**config.mk**
```make
export PLATFORM = sky130hd
export DESIGN_NAME = biquad_lowpass_filter
export DESIGN_NICKNAME = d
export VERILOG_FILES = /design/src/hw/rtl/bql_pkg.sv /design/src/hw/rtl/bql_mul.sv /design/src/hw/rtl/biquad_lowpass_filter.sv
export SDC_FILE = /design/constraint.sdc
export NUM_CORES = 2
export LEC_CHECK = 0
export BUFFER_PORTS_ARGS = -buffer_cell sky130_fd_sc_hd__buf_2
export CORE_UTILIZATION = 50
export DETAILED_ROUTE_END_ITERATION = 10
export PLACE_DENSITY = 0.66
export SLEW_MARGIN = 30
export SYNTH_ARGS = -nofsm -noshare
export SYNTH_HDL_FRONTEND = slang
export SYNTH_SLANG_ARGS = --single-unit
```
**constraint.sdc**
```tcl
create_clock -name clk -period 17.1 [get_ports clk]
set_input_delay 1.71 -clock clk [delete_from_list [all_inputs] [get_ports clk]]
set_output_delay 1.71 -clock clk [all_outputs]
set_load 0.02 [all_outputs]
```
**src/hw/rtl/bql_pkg.sv**
```systemverilog
`timescale 1ns / 1ps

package bql_pkg;

    // Field and format widths fixed by the stream formats.
    localparam int SAMPLE_W   = 10;
    localparam int IN_DATA_W  = 16;
    localparam int OUT_W      = 16;
    localparam int OUT_DATA_W = 16;
    localparam int STATE_FRAC = 16;

    // The shared multiplier consumes the state operand one digit per cycle.
    localparam int DIGIT_W = 16;

    // Configuration register map.
    localparam int REG_IDX_W = 3;
    localparam logic [REG_IDX_W-1:0] REG_B0  = 3'd0;
    localparam logic [REG_IDX_W-1:0] REG_B1  = 3'd1;
    localparam logic [REG_IDX_W-1:0] REG_B2  = 3'd2;
    localparam logic [REG_IDX_W-1:0] REG_FB1 = 3'd3;
    localparam logic [REG_IDX_W-1:0] REG_FB2 = 3'd4;

    // Product terms in the order the sequencer evaluates them.
    typedef logic [2:0] term_t;
    localparam term_t TERM_FB1 = 3'd0;
    localparam term_t TERM_FB2 = 3'd1;
    localparam term_t TERM_B0  = 3'd2;
    localparam term_t TERM_B1  = 3'd3;
    localparam term_t TERM_B2  = 3'd4;

    // Sequencer states.
    typedef enum logic [2:0] {
        ST_IDLE,
        ST_START,
        ST_WAIT,
        ST_SATW,
        ST_OUT
    } state_t;

endpackage

```
**src/hw/rtl/bql_mul.sv**
```systemverilog
`timescale 1ns / 1ps

// Digit-serial signed multiplier. The state operand is taken one 16-bit digit
// per cycle from the top down; each partial product is registered and then
// folded into the running product by shift and add.
module bql_mul #(
    parameter int COEF_WIDTH  = 32,
    parameter int STATE_WIDTH = 48
) (
    input  logic                                  clk,
    input  logic                                  rst_n,
    input  logic                                  start,
    input  logic signed [COEF_WIDTH-1:0]          coef,
    input  logic signed [STATE_WIDTH-1:0]         operand,
    output logic                                  done,
    output logic signed [COEF_WIDTH
                         + ((STATE_WIDTH + bql_pkg::DIGIT_W - 1) / bql_pkg::DIGIT_W)
                           * bql_pkg::DIGIT_W - 1:0] product
);
    import bql_pkg::*;

    localparam int NDIG   = (STATE_WIDTH + DIGIT_W - 1) / DIGIT_W;
    localparam int SWP    = NDIG * DIGIT_W;
    localparam int PW     = COEF_WIDTH + SWP;
    localparam int PART_W = COEF_WIDTH + DIGIT_W + 1;
    localparam int CNT_W  = $clog2(NDIG + 1);

    logic signed [COEF_WIDTH-1:0] coef_reg;
    logic        [SWP-1:0]        op_reg;
    logic        [CNT_W-1:0]      cnt_reg;
    logic signed [PART_W-1:0]     part_reg;
    logic                         part_vld_reg;
    logic                         part_last_reg;
    logic signed [PW-1:0]         prod_reg;
    logic                         done_reg;

    logic [DIGIT_W-1:0]       digit;
    logic                     first_digit;
    logic                     digit_ext;
    logic signed [PART_W-1:0] part_next;
    logic signed [PW-1:0]     prod_next;

    // Current digit: the top digit is signed, the lower ones unsigned.
    always_comb
    begin
        digit       = op_reg[SWP-1 -: DIGIT_W];
        first_digit = (cnt_reg == CNT_W'(NDIG));
        digit_ext   = first_digit ? digit[DIGIT_W-1] : 1'b0;
        part_next   = coef_reg * $signed({digit_ext, digit});
        prod_next   = (prod_reg <<< DIGIT_W) + PW'(part_reg);
    end

    // Digit issue: one partial product per cycle.
    always_ff @(posedge clk or negedge rst_n)
    begin
        if (!rst_n)
        begin
            cnt_reg       <= '0;
            part_vld_reg  <= 1'b0;
            part_last_reg <= 1'b0;
            done_reg      <= 1'b0;
        end
        else
        begin
            done_reg <= part_vld_reg && part_last_reg;
            if (start)
            begin
                cnt_reg       <= CNT_W'(NDIG);
                part_vld_reg  <= 1'b0;
                part_last_reg <= 1'b0;
            end
            else if (cnt_reg != '0)
            begin
                cnt_reg       <= cnt_reg - 1'b1;
                part_vld_reg  <= 1'b1;
                part_last_reg <= (cnt_reg == CNT_W'(1));
            end
            else
            begin
                part_vld_reg  <= 1'b0;
                part_last_reg <= 1'b0;
            end
        end
    end

    // Operand, partial product and running product registers.
    always_ff @(posedge clk)
    begin
        if (start)
        begin
            coef_reg <= coef;
            op_reg   <= SWP'(operand);
            prod_reg <= '0;
        end
        else
        begin
            if (cnt_reg != '0)
            begin
                op_reg   <= op_reg << DIGIT_W;
                part_reg <= part_next;
            end
            if (part_vld_reg)
            begin
                prod_reg <= prod_next;
            end
        end
    end

    assign done    = done_reg;
    assign product = prod_reg;

endmodule

```
**src/hw/rtl/biquad_lowpass_filter.sv**
```systemverilog
`timescale 1ns / 1ps

// Second-order low-pass IIR filter, direct form II.
// Input stream s_*: one beat carries one unsigned 10-bit sensor sample.
// Output stream m_*: one beat per input beat carrying the filtered value,
// truncated toward zero and saturated to signed 16 bits.
// Configuration: cfg_we writes cfg_data into the coefficient selected by
// cfg_addr (0 b0, 1 b1, 2 b2, 3 fb1, 4 fb2, signed Q2.(COEF_WIDTH-2)); other
// indexes are ignored. Write only while the filter is idle.
// All five products go through one digit-serial multiplier that takes one
// 16-bit digit of the state operand per cycle; each product has
// NDIG = ceil(STATE_WIDTH / 16) digits. s_tready is high only while the
// sequencer idles. The result sits in an output register; a new sample
// may be accepted while it waits, but the next result is held back until
// m_tready takes the previous beat. Reset clears the coefficients, both
// delay values and the output valid flag.
module biquad_lowpass_filter #(
    parameter int COEF_WIDTH  = 32,
    parameter int STATE_WIDTH = 48
) (
    input  logic                              clk,
    input  logic                              rst_n,
    // Input stream; s_tdata: sample [9:0], zero [15:10].
    input  logic                              s_tvalid,
    output logic                              s_tready,
    input  logic [bql_pkg::IN_DATA_W-1:0]     s_tdata,
    // Output stream; m_tdata: filtered [15:0].
    output logic                              m_tvalid,
    input  logic                              m_tready,
    output logic [bql_pkg::OUT_DATA_W-1:0]    m_tdata,
    // Coefficient write port.
    input  logic                              cfg_we,
    input  logic [bql_pkg::REG_IDX_W-1:0]     cfg_addr,
    input  logic [COEF_WIDTH-1:0]             cfg_data
);
    import bql_pkg::*;

    localparam int NDIG  = (STATE_WIDTH + DIGIT_W - 1) / DIGIT_W;
    localparam int SWP   = NDIG * DIGIT_W;
    localparam int PW    = COEF_WIDTH + SWP;
    localparam int FRAC  = COEF_WIDTH - 2;
    localparam int SPW   = PW - FRAC;
    localparam int ACC_W = SPW + 2;
    localparam int YW    = ACC_W - STATE_FRAC;

    state_t state_reg, state_next;
    term_t  term_reg;

    logic signed [COEF_WIDTH-1:0]  b0_reg, b1_reg, b2_reg, fb1_reg, fb2_reg;
    logic signed [STATE_WIDTH-1:0] d1_reg, d2_reg, w_reg;
    logic signed [ACC_W-1:0]       acc_reg;
    logic                          m_tvalid_reg;
    logic        [OUT_W-1:0]       m_data_reg;

    logic                          in_fire;
    logic                          mul_start;
    logic                          mul_done;
    logic                          out_load;
    logic signed [COEF_WIDTH-1:0]  mul_coef;
    logic signed [STATE_WIDTH-1:0] mul_operand;
    logic signed [PW-1:0]          mul_product;
    logic signed [PW-1:0]          prod_shift;
    logic signed [ACC_W-1:0]       acc_sum;
    logic signed [STATE_WIDTH-1:0] w_sat;
    logic signed [ACC_W-1:0]       acc_adj;
    logic signed [ACC_W-1:0]       acc_trunc;
    logic        [YW-1:0]          y_int;
    logic        [OUT_W-1:0]       y_sat;

    bql_mul #(
        .COEF_WIDTH  (COEF_WIDTH),
        .STATE_WIDTH (STATE_WIDTH)
    ) u_mul (
        .clk     (clk),
        .rst_n   (rst_n),
        .start   (mul_start),
        .coef    (mul_coef),
        .operand (mul_operand),
        .done    (mul_done),
        .product (mul_product)
    );

    // Coefficient registers.
    always_ff @(posedge clk or negedge rst_n)
    begin
        if (!rst_n)
        begin
            b0_reg  <= '0;
            b1_reg  <= '0;
            b2_reg  <= '0;
            fb1_reg <= '0;
            fb2_reg <= '0;
        end
        else if (cfg_we)
        begin
            case (cfg_addr)
                REG_B0:  b0_reg  <= cfg_data;
                REG_B1:  b1_reg  <= cfg_data;
                REG_B2:  b2_reg  <= cfg_data;
                REG_FB1: fb1_reg <= cfg_data;
                REG_FB2: fb2_reg <= cfg_data;
                default: ;
            endcase
        end
    end

    // Operand selection for the current product term.
    always_comb
    begin
        case (term_reg)
            TERM_FB1:
            begin
                mul_coef    = fb1_reg;
                mul_operand = d1_reg;
            end
            TERM_FB2:
            begin
                mul_coef    = fb2_reg;
                mul_operand = d2_reg;
            end
            TERM_B0:
            begin
                mul_coef    = b0_reg;
                mul_operand = w_reg;
            end
            TERM_B1:
            begin
                mul_coef    = b1_reg;
                mul_operand = d1_reg;
            end
            TERM_B2:
            begin
                mul_coef    = b2_reg;
                mul_operand = d2_reg;
            end
            default:
            begin
                mul_coef    = '0;
                mul_operand = '0;
            end
        endcase
    end

    // Accumulate the product scaled back to 16 fraction bits (floor).
    always_comb
    begin
        prod_shift = mul_product >>> FRAC;
        acc_sum    = acc_reg + ACC_W'($signed(prod_shift[SPW-1:0]));
    end

    // Saturate the intermediate value to the state width.
    always_comb
    begin
        if ((&acc_reg[ACC_W-1:STATE_WIDTH-1]) || !(|acc_reg[ACC_W-1:STATE_WIDTH-1]))
        begin
            w_sat = acc_reg[STATE_WIDTH-1:0];
        end
        else if (acc_reg[ACC_W-1])
        begin
            w_sat = {1'b1, {(STATE_WIDTH-1){1'b0}}};
        end
        else
        begin
            w_sat = {1'b0, {(STATE_WIDTH-1){1'b1}}};
        end
    end

    // Output: truncate toward zero, then saturate to 16 bits.
    always_comb
    begin
        acc_adj   = acc_reg[ACC_W-1]
                  ? acc_reg + ACC_W'((1 << STATE_FRAC) - 1)
                  : acc_reg;
        acc_trunc = acc_adj >>> STATE_FRAC;
        y_int     = acc_trunc[YW-1:0];
        if ((&y_int[YW-1:OUT_W-1]) || !(|y_int[YW-1:OUT_W-1]))
        begin
            y_sat = y_int[OUT_W-1:0];
        end
        else if (y_int[YW-1])
        begin
            y_sat = {1'b1, {(OUT_W-1){1'b0}}};
        end
        else
        begin
            y_sat = {1'b0, {(OUT_W-1){1'b1}}};
        end
    end

    // Sequencer next state.
    always_comb
    begin
        state_next = state_reg;
        case (state_reg)
            ST_IDLE:
            begin
                if (s_tvalid)
                begin
                    state_next = ST_START;
                end
            end
            ST_START:
            begin
                state_next = ST_WAIT;
            end
            ST_WAIT:
            begin
                if (mul_done)
                begin
                    if (term_reg == TERM_FB2)
                    begin
                        state_next = ST_SATW;
                    end
                    else if (term_reg == TERM_B2)
                    begin
                        state_next = ST_OUT;
                    end
                    else
                    begin
                        state_next = ST_START;
                    end
                end
            end
            ST_SATW:
            begin
                state_next = ST_START;
            end
            ST_OUT:
            begin
                if (!m_tvalid_reg || m_tready)
                begin
                    state_next = ST_IDLE;
                end
            end
            default:
            begin
                state_next = ST_IDLE;
            end
        endcase
    end

    // Sequencer outputs.
    always_comb
    begin
        s_tready  = 1'b0;
        mul_start = 1'b0;
        out_load  = 1'b0;
        case (state_reg)
            ST_IDLE:  s_tready  = 1'b1;
            ST_START: mul_start = 1'b1;
            ST_OUT:   out_load  = !m_tvalid_reg || m_tready;
            default:  ;
        endcase
    end

    assign in_fire = s_tvalid && s_tready;

    // Control registers.
    always_ff @(posedge clk or negedge rst_n)
    begin
        if (!rst_n)
        begin
            state_reg    <= ST_IDLE;
            m_tvalid_reg <= 1'b0;
            d1_reg       <= '0;
            d2_reg       <= '0;
        end
        else
        begin
            state_reg <= state_next;
            if (out_load)
            begin
                m_tvalid_reg <= 1'b1;
                d2_reg       <= d1_reg;
                d1_reg       <= w_reg;
            end
            else if (m_tready)
            begin
                m_tvalid_reg <= 1'b0;
            end
        end
    end

    // Datapath registers.
    always_ff @(posedge clk)
    begin
        if (in_fire)
        begin
            acc_reg  <= ACC_W'({s_tdata[SAMPLE_W-1:0], {STATE_FRAC{1'b0}}});
            term_reg <= TERM_FB1;
        end
        else if (state_reg == ST_WAIT && mul_done)
        begin
            acc_reg  <= acc_sum;
            term_reg <= term_reg + 3'd1;
        end
        else if (state_reg == ST_SATW)
        begin
            w_reg   <= w_sat;
            acc_reg <= '0;
        end
        if (out_load)
        begin
            m_data_reg <= y_sat;
        end
    end

    assign m_tvalid = m_tvalid_reg;
    assign m_tdata  = m_data_reg;

endmodule

```
==> flow_results.org <==
** Final layout
- The count of cells in the finished layout, fillers not included, comes to 6308.
- 0 antenna diodes ended up in the layout.
- After filler insertion, the fill cell instance count of the layout stands at 8562.
- Number of flip-flops under the largest register name :: 80
- Share of cells above drive strength 1 :: 9.06%
- Area growth syn-to-layout :: 7.90%
- At the end of the flow, the number of nets in the layout was 5795.

** Timing
- Top achievable clock speed :: 129 MHz
- Setup violations remaining at the end of the flow were counted as 0.
- The hold violation total from the final report is 0.
- Shortest period the worst path allows :: 7.74 ns
- Max Transition Viols Final :: 0
- Headroom to the max-slew limit came out at 36.0%.
- Setup repair after global routing left no endpoint under its margin.
- Setup clock skew after layout :: 0.0506 ns
- For the final routed database, the setup TNS stands at 0 ns.
- Share of the cycle needed by the critical path after routing :: 45.2%
- Worst-case hold slack :: 0.468 ns
- For the pin with the worst max-slew slack, the measured transition is 0.960 ns.

** Clocking
- In this run the clock root is driven by a clkbuf_16.
- Clock transition at path regs :: 0.07 ns
- The tree built by TritonCTS fans out to 593 sinks.
- The clock passes through at most 3 buffers.
- TritonCTS created 61 clock buffers.
- At the later pin of the worst-skew pair, clock insertion delay measures 0.69 ns.
- CTS built an H-tree with a depth of 2.
- Clock tree from TritonCTS :: done
- Quantity of hold-fixing buffers added after cts :: 0
- Resized Gates After CTS :: 0
- Number of buffers added for setup after CTS :: 0

** Logic synthesis
- Largest cells by area after synthesis :: fa_1, dfrtp_1, edfxtp_1, nand2_1, ha_1
- Post-synthesis cell type count :: 84
- Counting flops with an async set or reset pin after synthesis yields a share of 44.7%.
- Summing every instance area after synthesis gives 48700 um2.
- Counting every net in the synthesized netlist gives 5863.
- After technology mapping, the gate count stands at 5047.
- The share of synthesized area in the top cell type comes to 21.5%.
- nand2_1 is the most common cell in the netlist.
- Top FF cell, synth :: dfrtp_1
- A synthesized cell averages 9.66 um2.
- fa_1 takes more of the synthesized area than any other cell.
- In this run, synthesis inferred 203 flip-flops with an integrated enable.
- By count the netlist is led by nand2_1, inv_1, fa_1, dfrtp_1, clkbuf_1.
- Counting flops and latches in the post-synthesis netlist gives 593.
- Portion of the post-synthesis area used by sequential elements :: 31.3%
- The Yosys step of the flow raised 0 warnings.

** Worst setup path
- CP dominant cell by count :: fa_1
- At the worst endpoint, the arrival time is 8.15 ns.
- Along the worst path, the maximum fanout reaches 33.
- The startpoint identified for the worst register-to-register timing path is u_mul.op_reg[47]$_DFFE_PP_.
- Setup slack of the most critical reg-to-reg path :: 9.36 ns
- End of the worst register-to-register path :: u_mul.part_reg[48]$_DFFE_PP_
- Element type at the critical path end :: flip-flop
- The worst setup path is of the reg -> reg kind.
- Required time at the endpoint of the critical path :: 17.52 ns
- The number of cells on the worst reg-to-reg path is 24.
- For this design, the slowest cell found on the critical path is fa_1.
- The worst setup path is launched from a flip-flop.
- For this run, the slowest stage of the critical path takes 0.51 ns.
- Cell Chain, Critical Path :: buf_4, nand2_1, buf_4, or2_2, fa_1, fa_1, inv_1, fa_1, fa_1, fa_1, inv_1, fa_1, inv_1, ha_1, inv_1, or3_1, or2_1, o21ai_1, a21oi_1, o21ai_1, nand3b_1, a31oi_1, mux2i_1, nand4_1

** Global routing
- The total overflow left after global routing is 0.
- Total routing usage reported by global routing :: 25.4%
- Vias in the first global route :: 35600
- Pin count of the biggest net entering global routing :: 116
- The initial antenna violation count came to 2.
- The first global-routing pass estimated 199000 um of wire.

** Worst hold path
- Classification of the worst-slack hold path :: reg -> reg
- In this run the most critical hold path is launched from u_mul.product[67]$_SDFFE_PP0P_.
- Hold path depth :: 2
- The worst hold path terminates at u_mul.product[67]$_SDFFE_PP0P_.

** Die
- The floorplan step defined a die boundary enclosing 98700 um2.
- Number of placement rows :: 114
- I/O pins :: 74
- Starting Density :: 50.5%
- Die span in x :: 314 um
- In this run the standard cell core region covers 96600 um2.
- Die Ht :: 314 um

** Drt
- The first TritonRoute pass finished after 9 iterations.
- Wire length per cell after detailed routing :: 19.5 um
- In the routed layout, each cell is associated on average with a via count of 5.67.
- Routed vias :: 35800
- Number of DRC violations after detailed routing :: 0
- Total detailed-routing wirelength :: 123000 um
- For this block, the initial DRC count from the detailed router was 3191.
- The detail route stage leaves a number of antenna-violating nets equal to 0.

** Run
- Across the run, the number of max-cap violations was 0.

** Placed design
- Port buffering added 67 buffers.
- Final weighted congestion of routability-driven global placement :: 0.894
- Detailed placement ended at an HPWL of 88400 um.
- In this run, placement finished with an instance count of 6191.

** Status
- The run finished with clean final reports.
==> kinds of logic (layout without fill, tap and decap cells) <==
group,after synthesis,after routing,synth area share [%]
and+or+nand+nor,1570,1570,14.6
buffers and inverters,895,880,6.94
AOI/OAI and AO/OA,842,842,11.6
adders and majority gates,760,760,27.6
DFF,593,593,31.3
muxes,231,231,5.16
xor gates and xnor gates,156,156,2.80
==> stage by stage <==
step	setup WS (ns)	util (%)	instance area, um2
2_1_floorplan	10.62	-	48700
3_3_place_gp	9.43	52.0	50200
3_5_place_dp	9.46	52.2	50400
4_1_cts	9.40	54.4	52500
5_1_grt	9.04	54.5	52600
6_report	9.36	54.5	52600
==> layout by cell type, fill, tap and decap left out, types with 23 or more instances in the layout <==
cell type,synthesis,layout
buf_2,7,66
o21ai_1,32,32
xor2_1,55,55
ha_1,237,237
fa_1,523,523
mux2_2,161,161
nor3_1,46,43
clkbuf_16,0,62
edfxtp_1,203,203
a21o_1,135,135
buf_4,0,58
a211oi_1,23,23
nor2_1,220,215
dfrtp_1,265,264
xnor2_1,101,101
inv_1,628,628
o21bai_1,37,37
nand4_1,44,44
a22oi_1,55,55
and3_1,27,27
dfxtp_1,125,125
o21ai_0,148,147
nand3_1,69,67
and2_1,225,224
a31oi_1,29,29
a21oi_1,178,178
a222oi_1,58,58
mux2i_1,70,70
nand2_1,828,827
==> routing by layer <==
metal  GRT usage, %  vias to the layer above  wire length [um]  share of wire (%)
met5              0                        -                 0                  0
met4           6.30                        0              2890                2.4
met3           2.65                      152              6860                5.6
met2           40.3                     1040             56900                 46
met1           37.2                    18000             56200                 46
li1               -                    16600                 -                  -
==> worst max path at each step <==
stage                                           from                            to  slack [ns]
after detailed placement  u_mul.op_reg[47]$_DFFE_PP_  u_mul.part_reg[48]$_DFFE_PP_        9.46
after floorplan           u_mul.op_reg[34]$_DFFE_PP_  u_mul.part_reg[40]$_DFFE_PP_       10.62
final                     u_mul.op_reg[47]$_DFFE_PP_  u_mul.part_reg[48]$_DFFE_PP_        9.36
after global placement    u_mul.op_reg[47]$_DFFE_PP_  u_mul.part_reg[48]$_DFFE_PP_        9.43
after global routing      u_mul.op_reg[47]$_DFFE_PP_  u_mul.part_reg[48]$_DFFE_PP_        9.04
after CTS                 u_mul.op_reg[47]$_DFFE_PP_  u_mul.part_reg[48]$_DFFE_PP_        9.40
==> critical path: cells and delay by family, from the launching register on <==
family	cells	cell delay, ns
mux	1	0.22
fa+ha+maj	7	3.30
compound gates	4	1.27
flops	1	0.32
simple gates	6	1.39
buf+inv	6	0.89
==> layout make-up <==
cell class                      instances  area, um2  share of cell area, %
Clock buffer                           77       1690                   3.21
Clock inverter                         39        484                  0.921
Inverter                              630       2370                   4.50
Multi-Input combinational cell       3559      30200                   57.5
Sequential cell                       593      15200                   29.0
Tap cell                             1276       1600                   3.04
Timing Repair Buffer                  134        967                   1.84
Power is not shown: default switching activity piles up to over one toggle a cycle in this logic, so the estimate is an artifact.
